File: config.mk
export PLATFORM = sky130hd
export DESIGN_NAME = ktsmp_ram
export DESIGN_NICKNAME = d
export VERILOG_FILES = /design/src/hdl/ktsmp_ram.sv
export SDC_FILE = /design/constraint.sdc
export NUM_CORES = 2
export LEC_CHECK = 0
export BUFFER_PORTS_ARGS = -buffer_cell sky130_fd_sc_hd__buf_2
export CAP_MARGIN = 0
export CORE_MARGIN = 4
export CORE_UTILIZATION = 35
export DETAILED_ROUTE_END_ITERATION = 8
export PLACE_DENSITY = 0.6
export SYNTH_ARGS = -nofsm -noshare
export SYNTH_HDL_FRONTEND = slang
export SYNTH_SLANG_ARGS = --single-unit
export TNS_END_PERCENT = 1
File: constraint.sdc
create_clock -name clk_i -period 7.6 [get_ports clk_i]
set_clock_uncertainty 0.05 [all_clocks]
set_input_delay 1.52 -clock clk_i [delete_from_list [all_inputs] [get_ports clk_i]]
set_output_delay 1.52 -clock clk_i [all_outputs]
set_load 0.01 [all_outputs]
File: src/hdl/ktsmp_ram.sv
// ----------------------------------------------------------------------------
// Keyframe track sampler RAM
// Single-port synchronous RAM with a registered read.
// ----------------------------------------------------------------------------
module ktsmp_ram #(
  parameter int WIDTH = 32,
  parameter int DEPTH = 64
) (
  input  logic                     clk_i,
  input  logic                     we_i,
  input  logic [$clog2(DEPTH)-1:0] addr_i,
  input  logic [WIDTH-1:0]         wdata_i,
  output logic [WIDTH-1:0]         rdata_o
);

  logic [WIDTH-1:0] mem_q [DEPTH];
  logic [WIDTH-1:0] rdata_q;

  always_ff @(posedge clk_i) begin
    if (we_i) begin
      mem_q[addr_i] <= wdata_i;
    end
    rdata_q <= mem_q[addr_i];
  end

  assign rdata_o = rdata_q;

endmodule
Yosys cells after proc, flatten, opt, wreduce, memory -nomap -nowiden
Memory sizes are Yosys's and may differ from the RTL's. A register that Yosys moved wholly into a read port is not among the register bits.
Index checks and enable logic that the tools add are counted.
{ "word_totals": {"mem_bits_rw": 2048, "output_inout_bits": 32, "reg_bits": 0, "mem_count": 1, "input_bits": 40} }
{ "op_classes": {"n_mux": 2} }
{ "mem_list": {"columns": ["memory", "depth", "width", "read_ports", "rd_clocked_by_memory_dff", "wr", "line", "rtl"], "rows": [
  ["mem_q", 64, 32, 1, 1, 1, "16", "logic [WIDTH-1:0] mem_q [DEPTH];"]
]} }
{ "op_table": {"columns": ["op", "n"], "rows": [
  ["$mux 1", 2]
]} }

Logic depth before layout (Yosys ltp)
{ "depth": {"word_depth": 2, "mapped_depth": 13, "depth_no_buf": 6} }

Worst setup path after synthesis
OpenSTA, ideal clock, no wires.
{ "synth_path": {"path_kind": "in2reg", "start": "input port addr_i[2]", "end": "memory mem_q[15][0] (enable)", "path_stages": 8, "arrival_ns": 4.338, "n_path_buf": 6, "setup_slack_ns": 2.791, "cell_sequence": "buf_2 -> buf_2 -> buf_2 -> buf_2 -> buf_2 -> buf_2 -> nand3_1 -> nor2_1"} }
{ "synth_rtl": {"columns": ["element", "line", "rtl"], "rows": [
  ["start, declared", "11", "input logic [$clog2(DEPTH)-1:0] addr_i,"],
  ["end, declared", "16", null]
]} }
Straight into the memory's write port.

==> results.py <==
metrics = {
    "yosys": {
        "ys_seq_elements": 2080,
        "synth_top_area_cell": "edfxtp_1",
        "synth_nets": 4279,
        "yosysWarnings": 0,
        "yosysTopAreaCellShare": 0.779,
        "yosys.cell_types.count": 56,
        "async_flop_share": 0,
        "syn_inst": 4239,
        "ys_seq_area_frac": 0.787,
        "synth-edff-count": 2048,
        "synth_flop_cell": "edfxtp_1",
        "syn_area_per_cell_um2": 18.6,
        "synth_area_leaders": "edfxtp_1 78%, mux2i_1 3.3%, mux4_2 2.7%",
        "synth_area_um2": 78900,
    },
    "global_route": {
        "grt_usage": 0.188,
        "antenna_found_initial": 15,
        "grt_max_degree": 124,
        "grt_overflow_total": 0,
        "grt_pass1_wl_um": 318000,
        "grt_pass1_vias": 41700,
    },
    "clocking": {
        "cts_tree": "built",
        "cts_resized": 0,
        "clock_latency_ps": 830,
        "htree_num_levels": 4,
        "post-cts-setup-buffer-count": 0,
        "cts.sinks": 2080,
        "clk_path_buf_depth": 3,
        "cts_buffers": 197,
        "postCtsHoldBufs": 0,
        "path_clk_slew_ps": 60,
        "root_buffer": "clkbuf_16",
    },
    "sta": {
        "holdWs_ps": 617,
        "finalSetupViolCount": 0,
        "max_freq_mhz": 211,
        "maxSlewViolCount": 0,
        "tightest_slew_ps": 1380,
        "finalSetupTns_ps": 0,
        "finalHoldViolCount": 0,
        "relSlewSlack": 0.0587,
        "period_share": 0.622,
        "fin_crit_ps": 4730,
        "grt_setup_unrepaired": "no",
    },
    "flow_run": {
        "cap_violations": 0,
    },
    "route": {
        "drtIter0Drc": 5289,
        "num_vias": 42700,
        "via_per_inst": 5.67,
        "drc": 0,
        "wire_per_inst_um": 29.6,
        "postRouteAntennaNets": 0,
        "routed_wl_um": 223000,
        "firstDrtPassIters": 7,
    },
    "floorplan": {
        "dieWidth_um": 483,
        "die_h_um": 483,
        "start_util": 0.351,
        "core_area_um2": 225000,
        "io_pins": 72,
        "rows": 174,
        "dieArea_um2": 233000,
    },
    "layout": {
        "multiInputGateArea_um2": 16100,
        "fill_cells": 20100,
        "fin_area_um2": 90000,
        "area_growth_pct": 14.0,
        "final_nets": 4412,
        "layout-drive-gt1-share": 0.184,
        "seq_area_um2": 62100,
    },
    "critical_path": {
        "cp-end-kind": "flip-flop",
        "r2r_slack_ps": 4930,
        "critPathMaxFanout": 60,
        "cp.arrival_ps": 5320,
        "critical_path_required_ps": 8190,
        "rr_startpoint": "mem_q[23][14]$_DFFE_PP_",
        "r2r-end": "rdata_o[14]$_DFF_P_",
        "cp-start-kind": "primary input",
        "reg2regPathDepth": 5,
        "path_class": "in2reg",
    },
    "hold_path": {
        "worstHoldPathType": "reg2reg",
        "hold_start": "mem_q[12][1]$_DFFE_PP_",
        "hold_depth": 3,
        "min_to": "rdata_o[1]$_DFF_P_",
    },
    "placement": {
        "placed_area_um2": 83700,
        "portBuffers": 71,
        "hpwl_um": 127000,
        "gp_congestion": 0.827,
    },
    "power": {
        "vdd_drop_max_mv": 0.200,
        "leakage_nw": 28.5,
        "power.density_nw_per_um2": 263,
    },
    "outcome": {
        "run_status": "finished, final reports clean",
    },
}
-- cell families (layout without fill, tap and decap cells) --
family	Yosys count	after routing	synth area share
and+or+nand+nor	424	424	0.0281
DFF	2080	2080	0.787
other	0	3	0
muxes	502	502	0.0812
AOI/OAI and AO/OA	933	933	0.0866
buffers and inverters	300	598	0.0168
-- cell type report --
class | instances | share of cell area
inverter | 2 | 0.000167
timing repair buffer | 232 | 0.0186
tap | 2992 | 0.0416
clock buffer | 279 | 0.0602
clock inverter | 85 | 0.00974
multi-input combinational | 1859 | 0.179
antenna | 3 | 0.0000835
sequential | 2080 | 0.691
-- per-stage QoR --
| stage | util | instances | total power, mW | setup WS [ps] |
|---|---|---|---|---|
| after CTS | 0.400 | 7529 | 23.8 | 2890 |
| after floorplan | - | 4239 | 13.6 | 2790 |
| after detailed placement | 0.372 | 7165 | 14.2 | 1990 |
| final | 0.400 | 7532 | 23.6 | 2870 |
| after global routing | 0.400 | 7529 | 24.3 | 2850 |
| after global placement | 0.372 | 7160 | 14.2 | 853 |
-- critical path: stages --
cell and delay, ps:
buf_8 450, buf_4 600, nor2_4 260, buf_4 370
a22o_1 290, nor3_1 190, a211oi_1 110, a2111oi_0 1210
nand3_1 200
-- cell usage in the layout, fill, tap and decap left out, types with 15 or more instances in the layout --
cell       instances
a211oi_1          17
a21oi_1          121
a221o_1           15
a221oi_1         175
a222oi_1          16
a22o_1            66
a22oi_1          188
a31oi_1           43
and3_1            85
buf_2             71
buf_4            150
clkbuf_1          64
clkbuf_16        197
clkbuf_8          18
clkinv_1          30
clkinv_2          24
dfxtp_1           32
edfxtp_1        2048
mux2_2           147
mux2i_1          259
mux4_2            96
nand2_1           27
nand2b_1          15
nand3_1           53
nor2_1            75
nor2_4            67
nor3_1            19
o21ai_0           84
o22a_1            70
o22ai_1           93
o2bb2ai_1         15
or4_1             15
-- cells in the mapped netlist (all sizes together) (4+ instances only) --
cell type	instances
a211oi	17
nand3	54
and2	5
mux4	96
nand2b	18
nor2b	8
dfxtp	32
nor3	22
a31oi	43
o2bb2ai	15
or4	15
o21ai	85
a22oi	188
or3	4
o22a	70
clkbuf	169
nor4	14
buf	129
mux2	147
and3	85
or4b	14
o22ai	93
a2111oi	15
nand2	28
a22o	66
edfxtp	2048
nor2	145
o221ai	6
a221oi	175
a221o	15
mux2i	259
a222oi	16
a21oi	121
-- routing by layer --
layer / share of wire / vias to the layer above / global-route usage
li1: - / 17900 / -
met1: 0.41 / 22500 / 0.265
met2: 0.47 / 1980 / 0.298
met3: 0.081 / 358 / 0.0330
met4: 0.033 / 6 / 0.0587
met5: 0.00021 / - / 0
-- power by group --
part	internal (mW)	switching (mW)	leakage, nW	total [mW]
combinational	0.365	0.861	6.71	1.23
sequential	12.7	0.0640	18.7	12.8
clock	5.42	4.22	3.07	9.64
total	18.5	5.14	28.5	23.6
-- flip-flops by register name, summed over array words and instances, names as in the netlist --
signal and flops:
mem_q 2048, rdata_o 32
-- worst max path at each step --
stage                             end      start  slack (ps)  cells after the start
2_1_floorplan  mem_q[15][0]$_DFFE_PP_  addr_i[2]        2790                      8
3_3_place_gp       rdata_o[2]$_DFF_P_  addr_i[2]         850                      9
3_5_place_dp      rdata_o[14]$_DFF_P_  addr_i[2]        1990                      9
4_1_cts           rdata_o[14]$_DFF_P_  addr_i[2]        2890                      9
5_1_grt           rdata_o[14]$_DFF_P_  addr_i[2]        2850                      9
6_report          rdata_o[14]$_DFF_P_  addr_i[2]        2870                      9
Power figures use the tool's default switching activity.
